File: src/design/dq_pkg.sv
// ----------------------------------------------------------------------------
// dq_pkg
// Shared types and constants for the double-ended queue: ring depth,
// pointer widths, operation and status codes, and the command and status
// bundles that pass between the controller and the datapath.
// ----------------------------------------------------------------------------
package dq_pkg;

   // ring store geometry
   localparam int DEPTH = 16;
   localparam int PTR_W = $clog2(DEPTH);
   localparam int CNT_W = $clog2(DEPTH + 1);
   localparam logic [PTR_W-1:0] PTR_LAST = PTR_W'(DEPTH - 1);
   localparam logic [CNT_W-1:0] CNT_FULL = CNT_W'(DEPTH);

   // field widths
   localparam int OP_W    = 3;
   localparam int DATA_W  = 32;
   localparam int STAT_W  = 2;
   localparam int HELD_W  = 7;

   // operation codes
   typedef enum logic [OP_W-1:0] {
      OP_PUSH_FRONT = 3'd0,
      OP_PUSH_BACK  = 3'd1,
      OP_POP_FRONT  = 3'd2,
      OP_POP_BACK   = 3'd3,
      OP_DUMP       = 3'd4,
      OP_COUNT      = 3'd5
   } op_type;

   // result status codes
   typedef enum logic [STAT_W-1:0] {
      ST_OK    = 2'd0,
      ST_EMPTY = 2'd1,
      ST_FULL  = 2'd2
   } status_type;

   // read port address source
   typedef enum logic [1:0] {
      RD_NONE,
      RD_FRONT,
      RD_BACK,
      RD_WALK
   } rd_sel_type;

   // controller states
   typedef enum logic [1:0] {
      S_IDLE,
      S_EXEC,
      S_POP,
      S_DUMP
   } state_type;

   // controller to datapath
   typedef struct packed {
      logic       load;
      logic       push_front;
      logic       push_back;
      logic       pop_front;
      logic       pop_back;
      rd_sel_type rd_sel;
      logic       emit;
      status_type emit_status;
      logic       emit_entry;
      logic       emit_final;
   } dq_cmd_type;

   // datapath to controller
   typedef struct packed {
      op_type op;
      logic   empty;
      logic   full;
      logic   walk_done;
   } dq_stat_type;

endpackage

File: src/design/dq_dpath.sv
// ----------------------------------------------------------------------------
// dq_dpath
// Ring store, front pointer, occupancy count, dump walk counter and the
// registered result outputs. Acts only on commands from the controller.
// ----------------------------------------------------------------------------
module dq_dpath (
   input  logic                             clock,
   input  logic                             reset,
   input  logic [dq_pkg::OP_W-1:0]          req_op,
   input  logic signed [dq_pkg::DATA_W-1:0] req_value,
   input  dq_pkg::dq_cmd_type               cmd,
   output dq_pkg::dq_stat_type              stat,
   output logic                             rsp_valid,
   output logic [dq_pkg::STAT_W-1:0]        rsp_status,
   output logic signed [dq_pkg::DATA_W-1:0] rsp_entry,
   output logic [dq_pkg::HELD_W-1:0]        rsp_held,
   output logic                             rsp_final_res
);
   import dq_pkg::*;

   logic [DATA_W-1:0] mem [DEPTH];

   op_type            op_ff;
   logic [DATA_W-1:0] value_ff;
   logic [PTR_W-1:0]  front_ff, front_in;
   logic [CNT_W-1:0]  count_ff, count_in;
   logic [CNT_W-1:0]  walk_ff, walk_in;
   logic [DATA_W-1:0] rd_data_ff;
   logic [PTR_W-1:0]  rd_addr;
   logic [PTR_W-1:0]  wr_addr;
   logic              wr_en;
   logic              rsp_valid_ff;
   status_type        rsp_status_ff;
   logic [DATA_W-1:0] rsp_entry_ff;
   logic [HELD_W-1:0] rsp_held_ff;
   logic              rsp_final_ff;

   // position of the entry at an offset from the front, wrapped on the ring
   function automatic logic [PTR_W-1:0] ring_at(input logic [PTR_W-1:0] base,
                                                input logic [CNT_W-1:0] off);
      logic [CNT_W:0] sum;
      sum = (CNT_W+1)'(base) + (CNT_W+1)'(off);
      if (sum >= (CNT_W+1)'(DEPTH)) begin
         sum = sum - (CNT_W+1)'(DEPTH);
      end
      return sum[PTR_W-1:0];
   endfunction

   // status back to the controller
   assign stat.op        = op_ff;
   assign stat.empty     = (count_ff == '0);
   assign stat.full      = (count_ff == CNT_FULL);
   assign stat.walk_done = (walk_ff == count_ff);

   // pointer and count updates
   always_comb begin
      front_in = front_ff;
      count_in = count_ff;
      wr_en    = 1'b0;
      wr_addr  = ring_at(front_ff, count_ff);
      if (cmd.push_front) begin
         front_in = (front_ff == '0) ? PTR_LAST : front_ff - PTR_W'(1);
         count_in = count_ff + CNT_W'(1);
         wr_en    = 1'b1;
         wr_addr  = front_in;
      end else if (cmd.push_back) begin
         count_in = count_ff + CNT_W'(1);
         wr_en    = 1'b1;
      end else if (cmd.pop_front) begin
         front_in = (front_ff == PTR_LAST) ? '0 : front_ff + PTR_W'(1);
         count_in = count_ff - CNT_W'(1);
      end else if (cmd.pop_back) begin
         count_in = count_ff - CNT_W'(1);
      end
      // last entry gone: front goes home
      if ((cmd.pop_front || cmd.pop_back) && count_in == '0) begin
         front_in = '0;
      end
   end

   // read address select
   always_comb begin
      walk_in = walk_ff;
      rd_addr = front_ff;
      case (cmd.rd_sel)
         RD_FRONT: rd_addr = front_ff;
         RD_BACK:  rd_addr = ring_at(front_ff, count_ff - CNT_W'(1));
         RD_WALK: begin
            rd_addr = ring_at(front_ff, walk_ff);
            walk_in = walk_ff + CNT_W'(1);
         end
         default:  rd_addr = front_ff;
      endcase
      if (cmd.load) begin
         walk_in = '0;
      end
   end

   // ring store, one write and one registered read a cycle
   always_ff @(posedge clock) begin
      if (wr_en) begin
         mem[wr_addr] <= value_ff;
      end
      if (cmd.rd_sel != RD_NONE) begin
         rd_data_ff <= mem[rd_addr];
      end
   end

   // captured item
   always_ff @(posedge clock) begin
      if (cmd.load) begin
         op_ff    <= op_type'(req_op);
         value_ff <= req_value;
      end
   end

   // queue control state
   always_ff @(posedge clock) begin
      if (reset) begin
         front_ff     <= '0;
         count_ff     <= '0;
         walk_ff      <= '0;
         rsp_valid_ff <= 1'b0;
      end else begin
         front_ff     <= front_in;
         count_ff     <= count_in;
         walk_ff      <= walk_in;
         rsp_valid_ff <= cmd.emit;
      end
   end

   // result register
   always_ff @(posedge clock) begin
      if (cmd.emit) begin
         rsp_status_ff <= cmd.emit_status;
         rsp_entry_ff  <= cmd.emit_entry ? rd_data_ff : '0;
         rsp_held_ff   <= HELD_W'(count_in);
         rsp_final_ff  <= cmd.emit_final;
      end
   end

   assign rsp_valid     = rsp_valid_ff;
   assign rsp_status    = rsp_status_ff;
   assign rsp_entry     = rsp_entry_ff;
   assign rsp_held      = rsp_held_ff;
   assign rsp_final_res = rsp_final_ff;

   // checks
   a_count_bound: assert property (@(posedge clock) disable iff (reset)
      count_ff <= CNT_FULL)
      else $error("occupancy beyond depth");

   a_empty_front: assert property (@(posedge clock) disable iff (reset)
      count_ff == '0 |-> front_ff == '0)
      else $error("stale front pointer on empty queue");

   a_walk_bound: assert property (@(posedge clock) disable iff (reset)
      walk_ff <= count_ff)
      else $error("dump walk past the back");

   a_full_no_entry: assert property (@(posedge clock) disable iff (reset)
      rsp_valid_ff && rsp_status_ff != ST_OK |-> rsp_entry_ff == '0)
      else $error("entry on a failed operation");

endmodule

File: src/design/dq_ctrl.sv
// ----------------------------------------------------------------------------
// dq_ctrl
// Sequencer for the double-ended queue: takes an item, decodes the
// operation and steps the datapath through push, pop or dump.
// ----------------------------------------------------------------------------
module dq_ctrl (
   input  logic                clock,
   input  logic                reset,
   input  logic                start,
   input  dq_pkg::dq_stat_type stat,
   output dq_pkg::dq_cmd_type  cmd,
   output logic                busy
);
   import dq_pkg::*;

   state_type state_ff, state_in;

   // state register
   always_ff @(posedge clock) begin
      if (reset) begin
         state_ff <= S_IDLE;
      end else begin
         state_ff <= state_in;
      end
   end

   // next state and commands
   always_comb begin
      state_in        = state_ff;
      cmd             = '0;
      cmd.rd_sel      = RD_NONE;
      cmd.emit_status = ST_OK;
      busy            = 1'b1;
      unique case (state_ff)
         S_IDLE: begin
            busy = 1'b0;
            if (start) begin
               cmd.load = 1'b1;
               state_in = S_EXEC;
            end
         end
         S_EXEC: begin
            state_in = S_IDLE;
            unique case (stat.op)
               OP_PUSH_FRONT, OP_PUSH_BACK: begin
                  cmd.emit       = 1'b1;
                  cmd.emit_final = 1'b1;
                  if (stat.full) begin
                     cmd.emit_status = ST_FULL;
                  end else begin
                     cmd.push_front = (stat.op == OP_PUSH_FRONT);
                     cmd.push_back  = (stat.op == OP_PUSH_BACK);
                  end
               end
               OP_POP_FRONT, OP_POP_BACK: begin
                  if (stat.empty) begin
                     cmd.emit        = 1'b1;
                     cmd.emit_status = ST_EMPTY;
                     cmd.emit_final  = 1'b1;
                  end else begin
                     cmd.rd_sel = (stat.op == OP_POP_FRONT) ? RD_FRONT : RD_BACK;
                     state_in   = S_POP;
                  end
               end
               OP_DUMP: begin
                  if (stat.empty) begin
                     cmd.emit        = 1'b1;
                     cmd.emit_status = ST_EMPTY;
                     cmd.emit_final  = 1'b1;
                  end else begin
                     cmd.rd_sel = RD_WALK;
                     state_in   = S_DUMP;
                  end
               end
               default: begin
                  // count and unused codes
                  cmd.emit       = 1'b1;
                  cmd.emit_final = 1'b1;
               end
            endcase
         end
         S_POP: begin
            cmd.pop_front  = (stat.op == OP_POP_FRONT);
            cmd.pop_back   = (stat.op != OP_POP_FRONT);
            cmd.emit       = 1'b1;
            cmd.emit_entry = 1'b1;
            cmd.emit_final = 1'b1;
            state_in       = S_IDLE;
         end
         S_DUMP: begin
            // emit the entry read last cycle, fetch the next one
            cmd.emit       = 1'b1;
            cmd.emit_entry = 1'b1;
            cmd.emit_final = stat.walk_done;
            if (stat.walk_done) begin
               state_in = S_IDLE;
            end else begin
               cmd.rd_sel = RD_WALK;
            end
         end
         default: begin
            state_in = S_IDLE;
         end
      endcase
   end

endmodule

File: src/design/double_ended_queue.sv
// ----------------------------------------------------------------------------
// double_ended_queue
// Bounded double-ended queue of 32-bit signed entries in a ring store.
// ----------------------------------------------------------------------------
// An item is taken when start is high and busy is low. Each result shows on
// the rsp_ ports for one cycle with rsp_valid high and cannot be held off.
// Push, count, unused codes and a pop or dump of an empty queue give their
// result from the execute state, then free the block. A pop reads its entry
// in the execute state and gives it from the pop state; a dump of N entries
// fetches the first, then gives one result a cycle, the last marked by
// rsp_final_res: both read through the single registered read port of the
// ring store. The next item may be taken in the cycle the last result shows.
// ----------------------------------------------------------------------------
module double_ended_queue (
   input  logic                             clock,
   input  logic                             reset,
   input  logic                             start,
   output logic                             busy,
   input  logic [dq_pkg::OP_W-1:0]          req_op,
   input  logic signed [dq_pkg::DATA_W-1:0] req_value,
   output logic                             rsp_valid,
   output logic [dq_pkg::STAT_W-1:0]        rsp_status,
   output logic signed [dq_pkg::DATA_W-1:0] rsp_entry,
   output logic [dq_pkg::HELD_W-1:0]        rsp_held,
   output logic                             rsp_final_res
);
   import dq_pkg::*;

   dq_cmd_type  cmd;
   dq_stat_type stat;

   // sequencer
   dq_ctrl u_ctrl (
      .clock (clock),
      .reset (reset),
      .start (start),
      .stat  (stat),
      .cmd   (cmd),
      .busy  (busy)
   );

   // ring store and result register
   dq_dpath u_dpath (
      .clock         (clock),
      .reset         (reset),
      .req_op        (req_op),
      .req_value     (req_value),
      .cmd           (cmd),
      .stat          (stat),
      .rsp_valid     (rsp_valid),
      .rsp_status    (rsp_status),
      .rsp_entry     (rsp_entry),
      .rsp_held      (rsp_held),
      .rsp_final_res (rsp_final_res)
   );

endmodule
File: config.mk
export PLATFORM = sky130hd
export DESIGN_NAME = double_ended_queue
export DESIGN_NICKNAME = d
export VERILOG_FILES = /design/src/design/dq_pkg.sv /design/src/design/dq_dpath.sv /design/src/design/dq_ctrl.sv /design/src/design/double_ended_queue.sv
export SDC_FILE = /design/constraint.sdc
export NUM_CORES = 1
export LEC_CHECK = 0
export ABC_AREA = 1
export BUFFER_PORTS_ARGS = -buffer_cell sky130_fd_sc_hd__buf_2
export CORE_ASPECT_RATIO = 0.75
export CORE_MARGIN = 2
export CORE_UTILIZATION = 45
export DETAILED_ROUTE_END_ITERATION = 8
export GPL_TIMING_DRIVEN = 0
export PLACE_DENSITY = 0.59
export SYNTH_ARGS = -nofsm -noshare
export SYNTH_HDL_FRONTEND = slang
export SYNTH_SLANG_ARGS = --single-unit
File: constraint.sdc
create_clock -name clock -period 3.6 [get_ports clock]
set_clock_uncertainty 0.1 [all_clocks]
set_input_delay 0.36 -clock clock [delete_from_list [all_inputs] [get_ports clock]]
set_output_delay 0.36 -clock clock [all_outputs]
set_load 0.01 [all_outputs]
==> metrics, run 1 <==
status completed; via/cell ratio 5.38; worst r2r dst u_dpath.rd_data_ff[17]$_DFFE_PP_; DR WL/cell 23.5 µm; grt met1 use 39.1%; sequential element share of the synthesized area 67.6%; RSZ-0062 raised after global routing yes; vias in the first global route 18660; Worst Tran Pin Value 1250 ps; fin crit share 97.1%; Clock Tree Buf Depth 3; most used routing layer met2; XOR/XNOR Fraction of Synth Area 0.344%; core box area 61800 µm²; min-delay src reset; First-pass DRT Iterations 6; slack of the worst reg-to-reg path 110 ps; Reg power frac 52.9%; first-pass GRT wire length 124000 µm; most frequent cells in the layout nand3_1 (664), edfxtp_1 (619), inv_1 (553); vias post-DR 19801; Die Width 292 µm; Sequential Area 18900 µm²; CP bufs+invs 6; Worst path most repeated cell nand2_1; Hold Path Stages 2; dpl cells 3484; hold endpoint u_dpath.count_ff[3]$_SDFF_PP0_; Synth-to-Final Area Change 18.8%; # IOs 82; Core Rows 79; Adder-Cell Fraction of Synth Area 0.724%; Crit Path Max Fanout 10; post-synthesis average cell area 10.9 µm²; CTS root buffer clkbuf_16; initial cell density of the core 45.3%; yosys warns 0; initial antenna violation count 2; P_int 12.2 mW; final wirelength 86300 µm; max incr delay on CP 500 ps; Multi-input gate area 6390 µm²; pre-CTS setup slack -742 ps; clock slew seen by the registers of the worst setup and hold paths 70 ps; Worst R2R Start u_dpath.count_ff[0]$_SDFF_PP0_; fin cells 3678; slowest CP cell fa_1; Port Buffer Count 78; nature of the critical path startpoint flop; critical path type flop to flop; final routed DRC violation total 0; Sw Pwr 3.65 mW; post-synthesis register bit count 636; fill count 5315; Sw Share 23.1%; Yosys cell types 39; Crit path arrival time 3770 ps; Max-Slew Margin vs Limit 16.7%; die area 64200 µm²; H-tree levels 2; met2 global-route usage 40.2%; share of layout cells above drive strength 1 15.6%; routing usage on met3 5.33%; largest net degree at the start of global routing 29; CTS sink cnt 636; Antenna Nets Post-Route 0; Max IR drop VDD 456 µV; Gate Count Post-Synth 2576; largest family of logic cells by synthesized area simple AND/OR/NAND/NOR gates; Hold Violations, Final 0; number of synthesized flops with an enable pin 619; ANT cells 0; Mapped Area 28000 µm²; MaxCap Viol Count 0; WP data required 3880 ps; Final Max Slew Viols 0; crit path cell chain buf_4 -> nand2_1 -> nand2_1 -> nor2_2 -> nand3_4 -> nand2_4 -> nand2_4 -> nand2_2 -> o21ai_0 -> inv_1 -> ha_2 -> inv_1 -> fa_1 -> inv_1 -> nand2_1 -> o21ai_4 -> clkbuf_16 -> buf_6 -> nand3_1 -> nand3_1 -> nand3_2 -> nand2_1; CTS tree done; GP Congestion 0.885; Tmin final 3490 ps; reg2reg path depth 22; commonest register cell after synthesis edfxtp_1; initial DRC count 2317; Crit. End Element flop; Die Y 220 µm; post-route setup slack 106 ps; Worst-Skew Late Latency 650 ps; Hold Slack 28.0 ps; Comb pwr share 6.1%; ys async rst share 0%; commonest non-fill, non-tap cell in the layout nand3_1; Post-Synth Simple-Gate Area 19.4%; f_max 0.286 GHz; dpl cell area 29900 µm²; final net count 2872; global route overflow 0; Synth Area in Compound Gates 0.930%; Setup-failing EPs final 0; CTS buffer count 61; Hold WC Path Type input pin to flop; post-synthesis mux area share 0.0358%; Pleak 13.9 nW; Design Area, Final 33200 µm²; pwr/cell area 476 nW/µm²; Top Family by Delay on Critical Path simple AND/OR/NAND/NOR gates; Total Routing Usage GR 26.8%; detailed placement HPWL 57400 µm; clock share of power 41.0%
## how the worst max path moves through the flow
stage	startpoint	to	slack (ps)	depth (start not counted)
floorplan	u_dpath.count_ff[1]$_SDFF_PP0_	u_dpath.mem[10][0]$_DFFE_PP_	20	10
global placement	u_dpath.count_ff[0]$_SDFF_PP0_	u_dpath.mem[5][27]$_DFFE_PP_	-2660	11
detailed placement	u_dpath.count_ff[0]$_SDFF_PP0_	u_dpath.rd_data_ff[12]$_DFFE_PP_	-740	21
CTS	u_dpath.count_ff[0]$_SDFF_PP0_	u_dpath.mem[14][15]$_DFFE_PP_	0.2	11
global route	u_dpath.count_ff[3]$_SDFF_PP0_	u_dpath.rd_data_ff[8]$_DFFE_PP_	-30	23
finish	u_dpath.count_ff[0]$_SDFF_PP0_	u_dpath.rd_data_ff[17]$_DFFE_PP_	110	22
## through the flow
step,TNS (ps),power [mW],utilization (%)
floorplan,0,8.97,-
global placement,-1142640,9.36,47.6
detailed placement,-70960,9.39,48.5
CTS,0,15.8,53.0
global route,-308,16.2,53.8
finish,0,15.8,53.8
## power by group through the flow
stage          sequential, mW  combinational [mW]  clock, mW
2_1_floorplan            8.47               0.502          0
3_3_place_gp             8.52               0.837          0
3_5_place_dp             8.52               0.872          0
4_1_cts                  8.36               0.925       6.54
5_1_grt                  8.37                1.04       6.80
6_report                 8.36               0.969       6.48
## sequential cells by signal, summed over array words and instances, names as in the netlist
signal	cells
u_dpath.rsp_status	2
u_dpath.count_ff	5
u_dpath.rsp_valid	1
u_dpath.mem	512
u_dpath.rsp_entry	32
u_dpath.rd_data_ff	32
u_dpath.front_ff	4
u_dpath.rsp_held	5
u_dpath.walk_ff	5
u_ctrl.state_ff	2
u_dpath.rsp_final_res	1
u_dpath.value_ff	32
u_dpath.op_ff	3
## synthesized netlist by cell type (5+ instances only)
master	number	area share [%]
a21oi_1	14	0.25
buf_1	5	0.067
buf_2	62	1.1
buf_4	18	0.48
buf_6	33	1.3
clkbuf_1	24	0.32
dfxtp_1	17	1.2
edfxtp_1	619	66
ha_1	13	0.58
inv_1	556	7.5
inv_2	8	0.11
nand2_1	383	5.1
nand3_1	694	12
nand3b_1	32	0.86
nor2_1	37	0.50
o21ai_0	8	0.14
xor2_1	7	0.22
## per-layer routing
metal,up-vias,wire length (µm),share of wire [%]
li1,9042,-,-
met1,9597,37100,43
met2,982,37100,43
met3,178,9410,11
met4,2,2720,3.2
met5,-,13,0.015
## kinds of logic after synthesis
logic type | after synthesis
buf+inv | 706
compound gates | 40
fa+ha+maj | 15
other cells | 1
flops | 636
simple gates | 1166
mux | 1
xor+xnor | 11
## cell type report
class / instances / area share (%)
multi-input cells: 1235 / 19.2
flip-flops and latches: 636 / 57.0
repair buffers: 179 / 5.12
plain buffers: 142 / 3.24
inverters: 564 / 6.41
clock inverters: 43 / 1.28
well taps: 810 / 3.05
clock buffers: 69 / 4.68
## repair_timing
action / 4_1_cts / 5_1_grt
pin swaps: 12 / 14
resized for setup: 55 / 60
setup buffers: 23 / 22
hold buffers: 36 / 0
endpoints found under the setup margin: 448 / 296
endpoints found under the hold margin: 36 / 0
cloned: 0 / 1
## worst register-to-register path: cells and delay by family (launching register included)
kind	cells	cell delay (ps)
simple gates	12	1170
compound gates	2	200
flops	1	390
fa+ha+maj	2	680
buf+inv	6	710
(Power assumes the default switching activity.)
==> run 2, diff against run 1 <==
- CORE_UTILIZATION: 45 -> 42
- PLACE_DENSITY: 0.59 -> 0.56
- RECOVER_POWER: unset -> 100
==> run 2 against run 1 <==
Compared with the run above:
- register-to-register slack hardly changed
- core utilization is 2.7 points lower
- final cell count is 1.5% higher
- routed wire length hardly changed
- critical endpoint is now u_dpath.rd_data_ff[6]$_DFFE_PP_
==> metrics, run 2 (same netlist as run 1, synthesis figures left out) <==
status completed; Die Y 228 µm (+3.4%); Tmin final 3500 ps (+2.34 ps); Sw Pwr 3.64 mW (-0.42%); Setup-failing EPs final 0 (unchanged); crit path cell chain buf_6 -> inv_2 -> nand2_1 -> nand2_1 -> nor2_2 -> nand3_2 -> nand2_4 -> nand2_4 -> nand2_2 -> o21ai_0 -> inv_1 -> ha_2 -> inv_1 -> fa_1 -> inv_1 -> nand2_2 -> o21ai_4 -> buf_12 -> buf_6 -> nand3_2 -> nand3_4 -> nand3_1 -> nand2_1; die area 68700 µm² (+7.0%); via/cell ratio 5.30 (-1.6%); share of layout cells above drive strength 1 15.4% (-0.11 points); clock share of power 41.8% (+0.8 points); Port Buffer Count 78 (unchanged); Setup TNS 0 ps (unchanged); CTS buffer count 66 (+8.2%); First-pass DRT Iterations 8 (+2); final net count 2864 (-0.28%); CTS root buffer clkbuf_16; vias in the first global route 18617 (-0.23%); Reg power frac 52.1% (-0.8 points); H-tree levels 3 (+1); Crit Path Max Fanout 10 (unchanged); Max IR drop VDD 338 µV (-26%); Final Max Slew Viols 0 (unchanged); Crit. End Element flop; Die Width 302 µm (+3.5%); pwr/cell area 479 nW/µm² (+0.71%); Worst-Skew Late Latency 620 ps (-30 ps); Clock Tree Buf Depth 3 (unchanged); critical path type flop to flop; Hold Slack 68.7 ps (+40.7 ps); Top Family by Delay on Critical Path simple AND/OR/NAND/NOR gates; first-pass GRT wire length 124000 µm (+0.24%); Max-Slew Margin vs Limit 34.4% (+18 points); Core Rows 81 (+2.5%); Hold WC Path Type input pin to flop; Antenna Nets Post-Route 0 (unchanged); clock slew seen by the registers of the worst setup and hold paths 60 ps (about the same); Pleak 14.0 nW (+0.49%); Synth-to-Final Area Change 19.7%; final routed DRC violation total 0 (unchanged); GP Congestion 0.862 (-2.6%); detailed placement HPWL 57200 µm (-0.27%); core box area 65600 µm² (+6.1%); CTS tree done; slack of the worst reg-to-reg path 100 ps (about the same); Hold Violations, Final 0 (unchanged); largest net degree at the start of global routing 26 (-10%); fin crit share 97.1% (about the same); slowest CP cell fa_1; final wirelength 86200 µm (about the same); global route overflow 0 (unchanged); P_int 12.4 mW (+2.1%); vias post-DR 19776 (-0.13%); # IOs 82 (unchanged); Largest register FFs 512 (unchanged); f_max 0.286 GHz (about the same); initial cell density of the core 42.7% (-2.6 points); CTS sink cnt 636 (unchanged); Crit path arrival time 3750 ps (-20 ps); initial antenna violation count 1 (-1); MaxCap Viol Count 0 (unchanged); DR WL/cell 23.1 µm (-1.5%); Top reg by flops u_dpath.mem; CP bufs+invs 7 (+1); Comb pwr share 6.1% (about the same); Worst Tran Pin Value 984 ps (-266 ps); dpl cell area 30100 µm² (+0.41%); most frequent cells in the layout nand3_1 (645), edfxtp_1 (619), inv_1 (553); commonest non-fill, non-tap cell in the layout nand3_1; Total Routing Usage GR 25.4% (-1.4 points); WP data required 3860 ps (-20 ps); Sw Share 22.6% (-0.44 points); max incr delay on CP 510 ps (about the same); Design Area, Final 33500 µm² (+0.81%); initial DRC count 2468 (+6.5%); nature of the critical path startpoint flop
==> run 2: cell count changes in the layout (fill, tap and decap cells not counted), moves of 9 or more <==
| cell | change |
|---|---|
| buf_2 | -21 |
| nand3_2 | +21 |
| nand3_1 | -19 |
| clkbuf_1 | +15 |
| clkbuf_4 | +14 |
| buf_4 | -11 |
| clkinvlp_4 | -9 |
==> run 2: timing repair <==
action / 4_1_cts / 5_1_grt
pin swaps: 16 / 16
endpoints found under the setup margin: 479 / 298
setup buffers: 20 / 9
hold endpoints to repair: 36 / 0
hold buffers: 36 / 0
cloned: 1 / 1
gates resized for setup: 61 / 105
==> run 2: metal layers <==
metal	up-vias	GRT usage (%)	share of wire [%]
li1	9033	-	-
met1	9594	36.8	43
met2	966	38.0	43
met3	183	5.24	10
met4	0	8.74	3.4
met5	-	0	0
==> run 2: cell type report <==
type,instances,area (µm²)
Fill cell,5744,32100
Buffer,142,1140
Sequential cell,636,18900
Clock inverter,30,244
Timing Repair Buffer,165,1620
Multi-Input combinational cell,1236,6500
Tap cell,871,1090
Clock buffer,89,1830
Antenna cell,1,2.50
Inverter,564,2130
==> run 2: metrics by stage <==
| stage | std cells | power (mW) | utilization, % | worst slack [ps] |
|---|---|---|---|---|
| 2_1_floorplan | 2577 | 8.97 | - | 21.2 |
| 3_3_place_gp | 3526 | 9.37 | 44.9 | -2610 |
| 3_5_place_dp | 3547 | 9.40 | 45.8 | -662 |
| 4_1_cts | 3723 | 16.1 | 50.3 | 6.37 |
| 5_1_grt | 3733 | 16.5 | 51.1 | -28.9 |
| 6_report | 3734 | 16.1 | 51.1 | 104 |
==> run 2: power by group through the flow <==
stage / Clock, mW / Sequential (mW) / Combinational, mW
2_1_floorplan: 0 / 8.47 / 0.502
3_3_place_gp: 0 / 8.52 / 0.842
3_5_place_dp: 0 / 8.52 / 0.875
4_1_cts: 6.79 / 8.37 / 0.933
5_1_grt: 7.08 / 8.38 / 1.06
6_report: 6.70 / 8.37 / 0.983
==> run 2: worst paths after layout <==
path         cells after the start                            start                                  to
max                             23   u_dpath.count_ff[2]$_SDFF_PP0_     u_dpath.rd_data_ff[6]$_DFFE_PP_
min                              2                            reset      u_dpath.count_ff[1]$_SDFF_PP0_
max reg2reg                     23   u_dpath.count_ff[2]$_SDFF_PP0_     u_dpath.rd_data_ff[6]$_DFFE_PP_
min reg2reg                      2  u_dpath.rd_data_ff[5]$_DFFE_PP_  u_dpath.rsp_entry[5]$_SDFFCE_PP0P_
